[config.mk]
export PLATFORM = sky130hd
export DESIGN_NAME = deadline_sorted_timer_queue
export DESIGN_NICKNAME = d
export VERILOG_FILES = /design/src/rtl/core/dstq_pkg.sv /design/src/rtl/core/dstq_ring.sv /design/src/rtl/core/deadline_sorted_timer_queue.sv
export SDC_FILE = /design/constraint.sdc
export NUM_CORES = 1
export LEC_CHECK = 0
export BUFFER_PORTS_ARGS = -buffer_cell sky130_fd_sc_hd__buf_2
export CAP_MARGIN = 10
export CORE_MARGIN = 2
export CORE_UTILIZATION = 65
export CTS_CLUSTER_DIAMETER = 120
export CTS_CLUSTER_SIZE = 8
export DETAILED_ROUTE_END_ITERATION = 10
export PLACE_DENSITY = 0.84
export RECOVER_POWER = 25
export SLEW_MARGIN = 15
export SYNTH_ARGS = -nofsm -noshare
export SYNTH_HDL_FRONTEND = slang
export SYNTH_SLANG_ARGS = --single-unit
[constraint.sdc]
create_clock -name i_clk -period 11.53 [get_ports i_clk]
set_clock_uncertainty 0.05 [all_clocks]
set_input_delay 1.7295 -clock i_clk [delete_from_list [all_inputs] [get_ports i_clk]]
set_output_delay 1.7295 -clock i_clk [all_outputs]
set_load 0.02 [all_outputs]
[src/rtl/core/dstq_pkg.sv]
// shared types, codes and defaults for the deadline sorted timer queue
// no dependencies; imported by dstq_ring and deadline_sorted_timer_queue
package dstq_pkg;

    // default sizes
    localparam int DEPTH_DEF      = 16;
    localparam int ID_COUNT_DEF   = 64;
    localparam int TIME_WIDTH_DEF = 32;

    // fixed field widths of the stream items
    localparam int ID_W     = 6;
    localparam int TIME_W   = 32;
    localparam int STATUS_W = 2;
    localparam int DATA_W   = 40;

    // operation codes (input tuser)
    localparam logic [1:0] OP_INSERT = 2'd0;
    localparam logic [1:0] OP_REMOVE = 2'd1;
    localparam logic [1:0] OP_CANCEL = 2'd2;
    localparam logic [1:0] OP_TICK   = 2'd3;

    // result kinds (output tuser)
    localparam logic [1:0] KIND_STATUS = 2'd0;
    localparam logic [1:0] KIND_FIRED  = 2'd1;
    localparam logic [1:0] KIND_WAIT   = 2'd2;

    // status codes
    localparam logic [1:0] ST_OK        = 2'd0;
    localparam logic [1:0] ST_FULL      = 2'd1;
    localparam logic [1:0] ST_NOT_FOUND = 2'd2;
    localparam logic [1:0] ST_DUP       = 2'd3;

    // sequencer states
    typedef enum logic [2:0] {
        S_IDLE,
        S_SCAN,
        S_INSERT,
        S_TICK,
        S_REPORT
    } t_state;

    // per-cycle control of the entry ring
    typedef struct packed {
        logic shift;
        logic wr_en;
        logic wr_cancel;
    } t_ring_ctl;

endpackage

[src/rtl/core/dstq_ring.sv]
// entry ring of the timer queue: deadline, id and cancel mark per slot
// entries move one slot toward the head on a shift; one slot can be written
// depends on dstq_pkg
module dstq_ring #(
    parameter int DEPTH      = dstq_pkg::DEPTH_DEF,
    parameter int TIME_WIDTH = dstq_pkg::TIME_WIDTH_DEF
) (
    input  logic                          i_clk,
    input  logic                          i_rst_n,
    input  dstq_pkg::t_ring_ctl           i_ctl,
    input  logic [$clog2(DEPTH)-1:0]      i_wr_pos,
    input  logic [TIME_WIDTH-1:0]         i_wr_deadline,
    input  logic [dstq_pkg::ID_W-1:0]     i_wr_id,
    output logic [TIME_WIDTH-1:0]         o_head_deadline,
    output logic [dstq_pkg::ID_W-1:0]     o_head_id,
    output logic                          o_head_cancel
);
    import dstq_pkg::*;

    localparam int PW = $clog2(DEPTH);

    logic [TIME_WIDTH-1:0] r_dl  [DEPTH];
    logic [ID_W-1:0]       r_tid [DEPTH];
    logic [DEPTH-1:0]      r_cxl;

    // one cell per slot: written value wins, else take the neighbor on a shift
    for (genvar k = 0; k < DEPTH; k++) begin : g_cell
        logic sel_wr;
        assign sel_wr = i_ctl.wr_en && (i_wr_pos == PW'(k));

        if (k < DEPTH - 1) begin : g_mid
            // payload, no reset
            always_ff @(posedge i_clk) begin
                if (sel_wr) begin
                    r_dl[k]  <= i_wr_deadline;
                    r_tid[k] <= i_wr_id;
                end else if (i_ctl.shift) begin
                    r_dl[k]  <= r_dl[k+1];
                    r_tid[k] <= r_tid[k+1];
                end
            end

            // cancel marks
            always_ff @(posedge i_clk) begin
                if (!i_rst_n) begin
                    r_cxl[k] <= 1'b0;
                end else if (sel_wr) begin
                    r_cxl[k] <= i_ctl.wr_cancel;
                end else if (i_ctl.shift) begin
                    r_cxl[k] <= r_cxl[k+1];
                end
            end
        end else begin : g_end
            // last slot only takes writes
            always_ff @(posedge i_clk) begin
                if (sel_wr) begin
                    r_dl[k]  <= i_wr_deadline;
                    r_tid[k] <= i_wr_id;
                end
            end

            always_ff @(posedge i_clk) begin
                if (!i_rst_n) begin
                    r_cxl[k] <= 1'b0;
                end else if (sel_wr) begin
                    r_cxl[k] <= i_ctl.wr_cancel;
                end
            end
        end
    end

    // head slot feeds the shared compare unit
    assign o_head_deadline = r_dl[0];
    assign o_head_id       = r_tid[0];
    assign o_head_cancel   = r_cxl[0];

endmodule

[src/rtl/core/deadline_sorted_timer_queue.sv]
// top level of the deadline sorted timer queue: sequencer, shared subtractor
// and output register around the entry ring
// depends on dstq_pkg and dstq_ring
//
// Usage:
//   input items on s_axis: tuser holds the operation (insert, remove, cancel,
//   tick), tdata the task id and a time value (deadline or current time).
//   Result items on m_axis: tuser holds the kind (status, fired, wait), tdata
//   id, wait time and status, tlast marks the final result of an input item.
//   The queue is a ring of DEPTH slots that moves one entry past a single
//   subtract/compare unit per cycle; that ring walk sets the timing.
//   With N entries queued: remove and cancel walk all N once, an accepted
//   insert walks them twice (check pass, then placing pass) and a rejected
//   one once, and a tick walks only the P entries it pops. One item is
//   worked on at a time; s_axis_tready is high only between items.
//   Results wait in one output register; when the receiver stalls, a tick
//   stops before popping the next uncancelled entry until the register is
//   taken. The next item may be accepted while the last result still waits.
//   Reset (synchronous, active low) empties the queue and drops any result
//   in the output register; the block is ready in the cycle after reset.
module deadline_sorted_timer_queue #(
    parameter int DEPTH      = dstq_pkg::DEPTH_DEF,
    parameter int ID_COUNT   = dstq_pkg::ID_COUNT_DEF,
    parameter int TIME_WIDTH = dstq_pkg::TIME_WIDTH_DEF
) (
    input  logic                        i_clk,
    input  logic                        i_rst_n,
    // input items
    input  logic                        s_axis_tvalid,
    output logic                        s_axis_tready,
    // tdata: task_id[5:0], time_value[37:6], zero pad[39:38]
    input  logic [dstq_pkg::DATA_W-1:0] s_axis_tdata,
    // tuser: operation[1:0]
    input  logic [1:0]                  s_axis_tuser,
    // result items
    output logic                        m_axis_tvalid,
    input  logic                        m_axis_tready,
    // tdata: fired_id[5:0], wait_time[37:6], status[39:38]
    output logic [dstq_pkg::DATA_W-1:0] m_axis_tdata,
    // tuser: kind[1:0]
    output logic [1:0]                  m_axis_tuser,
    // tlast: last
    output logic                        m_axis_tlast
);
    import dstq_pkg::*;

    localparam int PW = $clog2(DEPTH);
    localparam int CW = $clog2(DEPTH + 1);
    localparam int TW = TIME_WIDTH;

    t_state r_state, n_state;

    // latched item
    logic [1:0]      r_op;
    logic [ID_W-1:0] r_id;
    logic [TW-1:0]   r_time;

    // queue bookkeeping
    logic [CW-1:0] r_cnt, n_cnt;
    logic [CW-1:0] r_total, n_total;
    logic [CW-1:0] r_step, n_step;
    logic [CW-1:0] r_less, n_less;
    logic          r_found, n_found;
    logic          r_ins, n_ins;
    logic [1:0]    r_status, n_status;

    // output register
    logic              r_out_valid;
    logic [1:0]        r_out_kind;
    logic [ID_W-1:0]   r_out_id;
    logic [TIME_W-1:0] r_out_wait;
    logic [1:0]        r_out_status;
    logic              r_out_last;

    logic              emit;
    logic [1:0]        emit_kind;
    logic [ID_W-1:0]   emit_id;
    logic [TIME_W-1:0] emit_wait;
    logic [1:0]        emit_status;
    logic              emit_last;

    // ring interface
    t_ring_ctl       ring_ctl;
    logic [PW-1:0]   wr_pos;
    logic [TW-1:0]   wr_dl;
    logic [ID_W-1:0] wr_id;
    logic [TW-1:0]   head_dl;
    logic [ID_W-1:0] head_id;
    logic            head_cancel;

    logic            in_acc;
    logic            out_free;
    logic [1:0]      in_op;
    logic [ID_W-1:0] in_id;
    logic            in_id_bad;
    logic [TW:0]     diff;
    logic            head_lt;
    logic            head_le;
    logic            id_match;
    logic            tick_pop;
    logic [CW-1:0]   cnt_dec;

    dstq_ring #(
        .DEPTH      (DEPTH),
        .TIME_WIDTH (TIME_WIDTH)
    ) u_ring (
        .i_clk           (i_clk),
        .i_rst_n         (i_rst_n),
        .i_ctl           (ring_ctl),
        .i_wr_pos        (wr_pos),
        .i_wr_deadline   (wr_dl),
        .i_wr_id         (wr_id),
        .o_head_deadline (head_dl),
        .o_head_id       (head_id),
        .o_head_cancel   (head_cancel)
    );

    // handshakes
    assign s_axis_tready = (r_state == S_IDLE);
    assign in_acc        = s_axis_tvalid && s_axis_tready;
    assign out_free      = !r_out_valid || m_axis_tready;
    assign in_op         = s_axis_tuser;
    assign in_id         = s_axis_tdata[ID_W-1:0];
    assign in_id_bad     = (int'(in_id) >= ID_COUNT);

    // shared subtract unit: head deadline against the latched time
    assign diff     = {1'b0, head_dl} - {1'b0, r_time};
    assign head_lt  = diff[TW];
    assign head_le  = diff[TW] || (diff[TW-1:0] == '0);
    assign id_match = (head_id == r_id);
    assign tick_pop = (r_cnt != '0) && head_le;
    assign cnt_dec  = r_cnt - CW'(1);

    // next state
    always_comb begin
        n_state = r_state;
        unique case (r_state)
            S_IDLE: begin
                if (in_acc) begin
                    if (in_op == OP_TICK) begin
                        n_state = S_TICK;
                    end else if (in_id_bad) begin
                        n_state = S_REPORT;
                    end else begin
                        n_state = S_SCAN;
                    end
                end
            end
            S_SCAN: begin
                if (r_step == r_total) begin
                    if (r_op == OP_INSERT && !r_found && r_cnt != CW'(DEPTH)) begin
                        n_state = S_INSERT;
                    end else begin
                        n_state = S_REPORT;
                    end
                end
            end
            S_INSERT: begin
                if (r_ins && r_step == r_total) begin
                    n_state = S_REPORT;
                end
            end
            S_TICK: begin
                if (!tick_pop && out_free) begin
                    n_state = S_IDLE;
                end
            end
            S_REPORT: begin
                if (out_free) begin
                    n_state = S_IDLE;
                end
            end
        endcase
    end

    // datapath control and result generation
    always_comb begin
        ring_ctl    = '0;
        wr_pos      = cnt_dec[PW-1:0];
        wr_dl       = head_dl;
        wr_id       = head_id;
        n_cnt       = r_cnt;
        n_total     = r_total;
        n_step      = r_step;
        n_less      = r_less;
        n_found     = r_found;
        n_ins       = r_ins;
        n_status    = r_status;
        emit        = 1'b0;
        emit_kind   = KIND_STATUS;
        emit_id     = '0;
        emit_wait   = '0;
        emit_status = ST_OK;
        emit_last   = 1'b0;
        unique case (r_state)
            S_IDLE: begin
                if (in_acc) begin
                    n_total  = r_cnt;
                    n_step   = '0;
                    n_less   = '0;
                    n_found  = 1'b0;
                    n_ins    = 1'b0;
                    n_status = ST_NOT_FOUND;
                end
            end
            S_SCAN: begin
                if (r_step != r_total) begin
                    // rotate one entry past the head, dropping a match on remove or marking it on cancel
                    ring_ctl.shift = 1'b1;
                    n_step         = r_step + CW'(1);
                    if (id_match) begin
                        n_found = 1'b1;
                    end
                    if (r_op == OP_INSERT && head_lt) begin
                        n_less = r_less + CW'(1);
                    end
                    if (r_op == OP_REMOVE && id_match) begin
                        n_cnt = cnt_dec;
                    end else begin
                        ring_ctl.wr_en     = 1'b1;
                        ring_ctl.wr_cancel = head_cancel || (r_op == OP_CANCEL && id_match);
                    end
                end else if (r_op == OP_INSERT) begin
                    // placing pass walks the ring again from the head
                    n_step = '0;
                    if (r_found) begin
                        n_status = ST_DUP;
                    end else if (r_cnt == CW'(DEPTH)) begin
                        n_status = ST_FULL;
                    end else begin
                        n_status = ST_OK;
                    end
                end else begin
                    n_status = r_found ? ST_OK : ST_NOT_FOUND;
                end
            end
            S_INSERT: begin
                if (!r_ins && r_step == r_less) begin
                    // place the new entry behind the earlier deadlines
                    ring_ctl.wr_en     = 1'b1;
                    ring_ctl.wr_cancel = 1'b0;
                    wr_pos             = r_cnt[PW-1:0];
                    wr_dl              = r_time;
                    wr_id              = r_id;
                    n_cnt              = r_cnt + CW'(1);
                    n_ins              = 1'b1;
                end else if (r_step != r_total) begin
                    ring_ctl.shift     = 1'b1;
                    ring_ctl.wr_en     = 1'b1;
                    ring_ctl.wr_cancel = head_cancel;
                    n_step             = r_step + CW'(1);
                end
            end
            S_TICK: begin
                if (tick_pop) begin
                    // pop due entries, firing those not cancelled
                    if (head_cancel) begin
                        ring_ctl.shift = 1'b1;
                        n_cnt          = cnt_dec;
                    end else if (out_free) begin
                        ring_ctl.shift = 1'b1;
                        n_cnt          = cnt_dec;
                        emit           = 1'b1;
                        emit_kind      = KIND_FIRED;
                        emit_id        = head_id;
                    end
                end else if (out_free) begin
                    emit      = 1'b1;
                    emit_kind = KIND_WAIT;
                    emit_wait = (r_cnt != '0) ? TIME_W'(diff[TW-1:0]) : '0;
                    emit_last = 1'b1;
                end
            end
            S_REPORT: begin
                if (out_free) begin
                    emit        = 1'b1;
                    emit_kind   = KIND_STATUS;
                    emit_id     = r_id;
                    emit_status = r_status;
                    emit_last   = 1'b1;
                end
            end
        endcase
    end

    // control registers
    always_ff @(posedge i_clk) begin
        if (!i_rst_n) begin
            r_state     <= S_IDLE;
            r_cnt       <= '0;
            r_out_valid <= 1'b0;
        end else begin
            r_state <= n_state;
            r_cnt   <= n_cnt;
            if (emit) begin
                r_out_valid <= 1'b1;
            end else if (m_axis_tready) begin
                r_out_valid <= 1'b0;
            end
        end
    end

    // item and sequencer registers
    always_ff @(posedge i_clk) begin
        if (in_acc) begin
            r_op   <= in_op;
            r_id   <= in_id;
            r_time <= TW'(s_axis_tdata[ID_W +: TIME_W]);
        end
        r_total  <= n_total;
        r_step   <= n_step;
        r_less   <= n_less;
        r_found  <= n_found;
        r_ins    <= n_ins;
        r_status <= n_status;
    end

    // output payload
    always_ff @(posedge i_clk) begin
        if (emit) begin
            r_out_kind   <= emit_kind;
            r_out_id     <= emit_id;
            r_out_wait   <= emit_wait;
            r_out_status <= emit_status;
            r_out_last   <= emit_last;
        end
    end

    assign m_axis_tvalid = r_out_valid;
    assign m_axis_tdata  = {r_out_status, r_out_wait, r_out_id};
    assign m_axis_tuser  = r_out_kind;
    assign m_axis_tlast  = r_out_last;

    // checks
    a_cnt_bound: assert property (@(posedge i_clk) disable iff (!i_rst_n)
        r_cnt <= CW'(DEPTH))
        else $error("entry count above depth");

    a_insert_keep: assert property (@(posedge i_clk) disable iff (!i_rst_n)
        (r_state == S_INSERT) |-> (r_cnt == r_total + CW'(r_ins)))
        else $error("insert pass lost or gained entries");

    a_scan_bound: assert property (@(posedge i_clk) disable iff (!i_rst_n)
        (r_state == S_SCAN) |-> (r_step <= r_total))
        else $error("scan stepped past the queued entries");

    a_accept_busy: assert property (@(posedge i_clk) disable iff (!i_rst_n)
        in_acc |=> (r_state != S_IDLE))
        else $error("accepted item started no work");

    a_fired_not_last: assert property (@(posedge i_clk) disable iff (!i_rst_n)
        (m_axis_tvalid && m_axis_tuser == KIND_FIRED) |-> !m_axis_tlast)
        else $error("fired item marked as last");

endmodule
* After elaboration in Yosys (flattened, before gate mapping)
Memory sizes are Yosys's and may differ from the RTL's.
Index checks and enable logic that the tools add are counted.
** Cells by class
- Eq/ne operators :: 44
- Reduce and logical (&&, ||, !) cells :: 68
- Add/subtract/negate cells :: 5
- Mux-type cells :: 192
- Bitwise logic cells :: 33
** Operators with widths (count)
- 32-bit two-way mux :: 17
- 6-bit two-way mux :: 21
- 1-bit two-way mux :: 109
- 5-bit two-way mux :: 13
- 2-bit nonzero test :: 18
- 32-bit by 32-bit subtractor with 33-bit output :: 1
- 4-bit == test (second input constant) :: 8
- 32-bit zero test :: 1
- 1-bit bitwise OR :: 30
- 5-bit one-hot mux with 3 select lines :: 2
- 1-bit logical AND :: 26
- 2-bit != test (second input constant) :: 13
- 3-bit two-way mux :: 8
- 2-bit two-way mux :: 10
- 4-bit by 3-bit == test with 1-bit output (second input constant) :: 4
- 5-bit by 1-bit adder with 5-bit output (second input constant) :: 3
- 3-bit one-hot mux with 5 select lines :: 1
- 6-bit one-hot mux with 2 select lines :: 1
- 5-bit == test :: 2
- 5-bit one-hot mux with 2 select lines :: 1
- 5-bit AND reduction :: 2
- 4-bit by 2-bit == test with 1-bit output (second input constant) :: 2
- 4-bit two-way mux :: 2
- 1-bit one-hot mux with 2 select lines :: 4
- other kinds (29) :: 43
** Storage, ports and cells
- Register bits after elaboration :: 127
- Memory bits (writable) :: 608
- Word-level logic and storage cells :: 377
- Output and inout bits :: 45
- Input bits :: 46
- Memories kept :: 2
** Memories
- u_ring.r_dl :: depth 16, width 32, rd ports 16, clocked after Yosys merged registers in 0, wr ports 16, RTL line dstq_ring.sv:22 : logic [TIME_WIDTH-1:0] r_dl [DEPTH];
- u_ring.r_tid :: depth 16, width 6, rd ports 16, clocked after Yosys merged registers in 0, wr ports 16, RTL line dstq_ring.sv:23 : logic [ID_W-1:0] r_tid [DEPTH];

* Depth between registers and ports, before layout
An unclocked memory read counts as a cell.
- Word-level depth :: 11
- Mapped depth :: 16

* Modules after synthesis
A second synthesis with hierarchy kept.
** Unflattened totals
- Cell total of the unflattened synthesis :: 2203
- Area, all modules :: 33823.7 µm²
** Modules (own cells, without submodules)
- dstq_ring :: cells each 1439, instances 1, sequential area each 18577.8 µm², area an instance 26561.7 µm²
- deadline_sorted_timer_queue :: cells each 764, instances 1, sequential area each 3243.1 µm², area an instance 7262.0 µm²

* Least setup slack after synthesis
Ideal clock, no wire load.
- Path type :: register to register
- Start point :: register r_time[0]
- End point :: register r_out_last, in the netlist m_axis_tlast, enable pin
- Setup time :: 0.452 ns
- Stages on the path, launching flop included :: 13
- Required time :: 11.028 ns
- Arrival :: 4.869 ns
- Period minus slack after synthesis :: 5.371 ns
- Path slack :: 6.159 ns
- Buffers on the path :: 0
- Cell sequence :: edfxtp_1 > ha_1 > fa_1 > nand2b_1 > a21bo_2 > a21o_1 > a211oi_1 > o41a_1 > o32ai_1 > and3_1 > and3_1 > o21a_1 > o21bai_1
** Between the ends
- Cells in the longest elaborated chain, start to end :: 6
** RTL lines
- start, declared :: RTL line deadline_sorted_timer_queue.sv:56 : logic [TW-1:0] r_time;
- start signal, assigned :: RTL line deadline_sorted_timer_queue.sv:308 : r_time <= TW'(s_axis_tdata[ID_W +: TIME_W]);
- 32-bit by 32-bit subtractor with 33-bit output (*) :: RTL line deadline_sorted_timer_queue.sv:127 : assign diff = {1'b0, head_dl} - {1'b0, r_time};
- 32-bit zero test :: RTL line deadline_sorted_timer_queue.sv:129 : assign head_le = diff[TW] || (diff[TW-1:0] == '0);
- 1-bit logical OR (*) :: RTL line deadline_sorted_timer_queue.sv:129
- 1-bit logical AND (*) :: RTL line deadline_sorted_timer_queue.sv:131 : assign tick_pop = (r_cnt != '0) && head_le;
- 1-bit two-way mux (*) :: RTL line deadline_sorted_timer_queue.sv:255 : if (tick_pop) begin
- 1-bit one-hot mux with 2 select lines (*) :: RTL line deadline_sorted_timer_queue.sv:195 : unique case (r_state)
- net emit :: RTL line deadline_sorted_timer_queue.sv:75 : logic emit;
- end signal, assigned :: RTL line deadline_sorted_timer_queue.sv:325 : r_out_last <= emit_last;
- end, declared :: RTL line deadline_sorted_timer_queue.sv:73 : logic r_out_last;
The timed path passes the listed nets; every way through them passes the cells marked *.
A chain may end at the register's enable or synchronous reset.

==> results.cfg <==
[status]
status = finished with violations
violations = capacitance limit, slew limit

[worst_setup_path]
r2r_setup_slack_ns = 4.02
path_max_fanout = 38
critPathArrivalTime_ns = 7.85
crit_path_end_kind = register
r2r_start = u_ring.r_dl[0][19]$_DFFE_PP_
r2r-end = u_ring.r_dl[8][15]$_DFFE_PP_
setup.worst_path.start = u_ring.r_dl[0][19]$_DFFE_PP_
required_ns = 11.87
startpoint_type = register
worstRegToRegCells = 13
crit_type = register to register

[clock_network]
clk_path_buf_depth = 3
cts_resized = 0
numCtsBuffers = 101
insertion_delay_ns = 0.65
clkTransAtPathRegs_ns = 0.05
ctsHoldBuffers = 0
cts.sinks = 735
htree_levels = 3
post_cts_buffers = 0
tritoncts = yes
cts_root_buf = clkbuf_16

[cells_and_area]
n_antenna_cell = 0
final_cell_area_um2 = 38300
fill_cells = 3276
drive_above_1_share_pct = 29.7
nNetsFinal = 2404
area_growth_pct = 8.93

[yosys]
synth-seq-area-share_pct = 62.1
synth.distinct_cells = 81
synth_commonest_cells = edfxtp_1, mux2_2, mux2_4, nand2_1, mux2_1
synthArstFlopShare_pct = 0
synth_edf_count = 710
yosysMostFrequentCell = edfxtp_1
yosys.area.top_type_share_pct = 60.7
ys_dominant_reg_cell = edfxtp_1
synth_seq_cells = 735
yosysWarningCount = 0
synthCells = 2252
synth_largest_area_cell = edfxtp_1
synth_area_um2 = 35100
synth.avg_cell_area_um2 = 15.6
synth_nets = 2336
ys_top_cells_by_area = edfxtp_1, mux2_2, mux2_4, mux2_1, dfxtp_1

[placed_design]
port_buffers = 88
place_area_um2 = 35600
place_hpwl_mm = 46.8
gp_congestion = 0.926
dp_slack_ns = 5.41

[timing]
rsz0062_at_grt = false
finalSetupViolCount = 0
hold_viol_final = 0
fin_ws_ns = 4.02
fin_setup_tns_ns = 0
period_minus_slack_ns = 7.51
fin_hold_ws_ns = 0.432
slew_viol_final = 682
slew_headroom_pct = -105
fmax_mhz = 133
tightest_slew_ns = 3.07
post-route-period-util_pct = 65.1

[die]
coreArea_um2 = 53600
start_util_pct = 65.6
die_area_um2 = 55900
die_h_um = 237
die_x_um = 237
io_pins = 91
num_rows = 85

[grt]
antenna_found_initial = 1
grt_pass1_vias = 19471
grt_max_degree = 75
gr-usage-met2_pct = 42.6
groute.layer.met1.usage_pct = 35.3
grt_overflow = 0
grt_pass1_wl_mm = 113
grt.busiest_layer = met2
track_usage_pct = 26.0
gr-usage-met3_pct = 4.38

[min_path]
hp-start = u_ring.r_cxl[15]$_SDFFE_PN0P_
min_path_type = register to register
hold_path_end = u_ring.r_cxl[14]$_SDFFE_PN0P_
holdPathStages = 2

[drt]
drt_wl_total_mm = 72.4
drc = 0
vias_per_cell = 6.30
drt_iter0_drc = 1614
dr.pass1.iters = 6
vias = 19209
wire_per_inst_um = 23.8
ant_nets = 0

[flow_run]
drv_cap = 31
## critical path: stages, from the launching register on
cell and delay (ns):
edfxtp_1 0.38, ha_1 0.51, nand2_1 0.16, o21ai_0 0.91, nor2_1 0.20, a311oi_1 0.62, o21ai_0 0.27, a211o_1 0.31
nor4_1 1.01, nand4_2 0.20, buf_4 0.37, a21oi_4 0.18, clkbuf_1 1.54, mux2_2 0.46
## area by class of cell
| cell class | count | area, um2 | share of cell area [%] |
|---|---|---|---|
| multi-input cells | 1315 | 12100 | 31.5 |
| clock buffers | 129 | 2630 | 6.88 |
| clock inverters | 6 | 145 | 0.379 |
| inverters | 47 | 176 | 0.461 |
| well taps | 696 | 871 | 2.27 |
| repair buffers | 120 | 582 | 1.52 |
| flip-flops and latches | 735 | 21800 | 57.0 |
## cell usage in the layout (no fill, tap or decap), types with 20 or more instances in the layout
master and count:
edfxtp_1 710, mux2_2 291, mux2_4 200, nand2_1 102, clkbuf_16 101, clkbuf_1 96
mux2_1 86, o21ai_0 83, nor2_1 71, a21oi_1 50, inv_1 47, nor3_1 37
ha_1 37, buf_2 30, nand3_1 27, a31oi_1 27, dfxtp_1 25, xnor2_1 20
## state kept, by name, summed over array words and instances (netlist names)
register,count
m_axis_tlast,1
m_axis_tuser,2
m_axis_tvalid,1
r_cnt,5
r_found,1
r_id,6
r_ins,1
r_less,5
r_op,2
r_out_id,6
r_out_status,2
r_out_wait,32
r_state,3
r_status,2
r_step,5
r_time,32
r_total,5
u_ring.o_head_cancel,1
u_ring.r_cxl,15
u_ring.r_dl,512
u_ring.r_tid,96
## stage by stage
stage,cells,utilization (%)
global route,3048,71.4
floorplan,2252,-
CTS,3044,71.6
finish,3048,71.4
detailed placement,2909,66.4
global placement,2909,66.4
## routing by layer
metal / wire (um) / vias to the layer above / share of wire [%]
li1: - / 8760 / -
met1: 31500 / 9659 / 44
met2: 35100 / 635 / 48
met3: 3430 / 155 / 4.7
met4: 2330 / 0 / 3.2
met5: 0 / - / 0
## cell families (layout without fill, tap and decap cells)
| logic type | Yosys count | in the layout | share of synthesized area, % |
|---|---|---|---|
| flops | 735 | 735 | 62.1 |
| mux | 586 | 586 | 20.9 |
| simple gates | 347 | 347 | 4.75 |
| compound gates | 305 | 305 | 6.09 |
| buf+inv | 202 | 302 | 3.84 |
| xor+xnor | 39 | 39 | 0.972 |
| fa+ha+maj | 38 | 38 | 1.37 |
## worst max path at each step
stage | end | cells after the start
3_5_place_dp | u_ring.r_dl[12][19]$_DFFE_PP_ | 12
6_report | u_ring.r_dl[8][15]$_DFFE_PP_ | 13
2_1_floorplan | m_axis_tlast$_DFFE_PP_ | 12
3_3_place_gp | u_ring.r_dl[14][19]$_DFFE_PP_ | 12
5_1_grt | u_ring.r_cxl[15]$_SDFFE_PN0P_ | 10
4_1_cts | u_ring.r_dl[12][24]$_DFFE_PP_ | 12
Power is not shown: default switching activity piles up to over one toggle a cycle in this logic, so the estimate is an artifact.
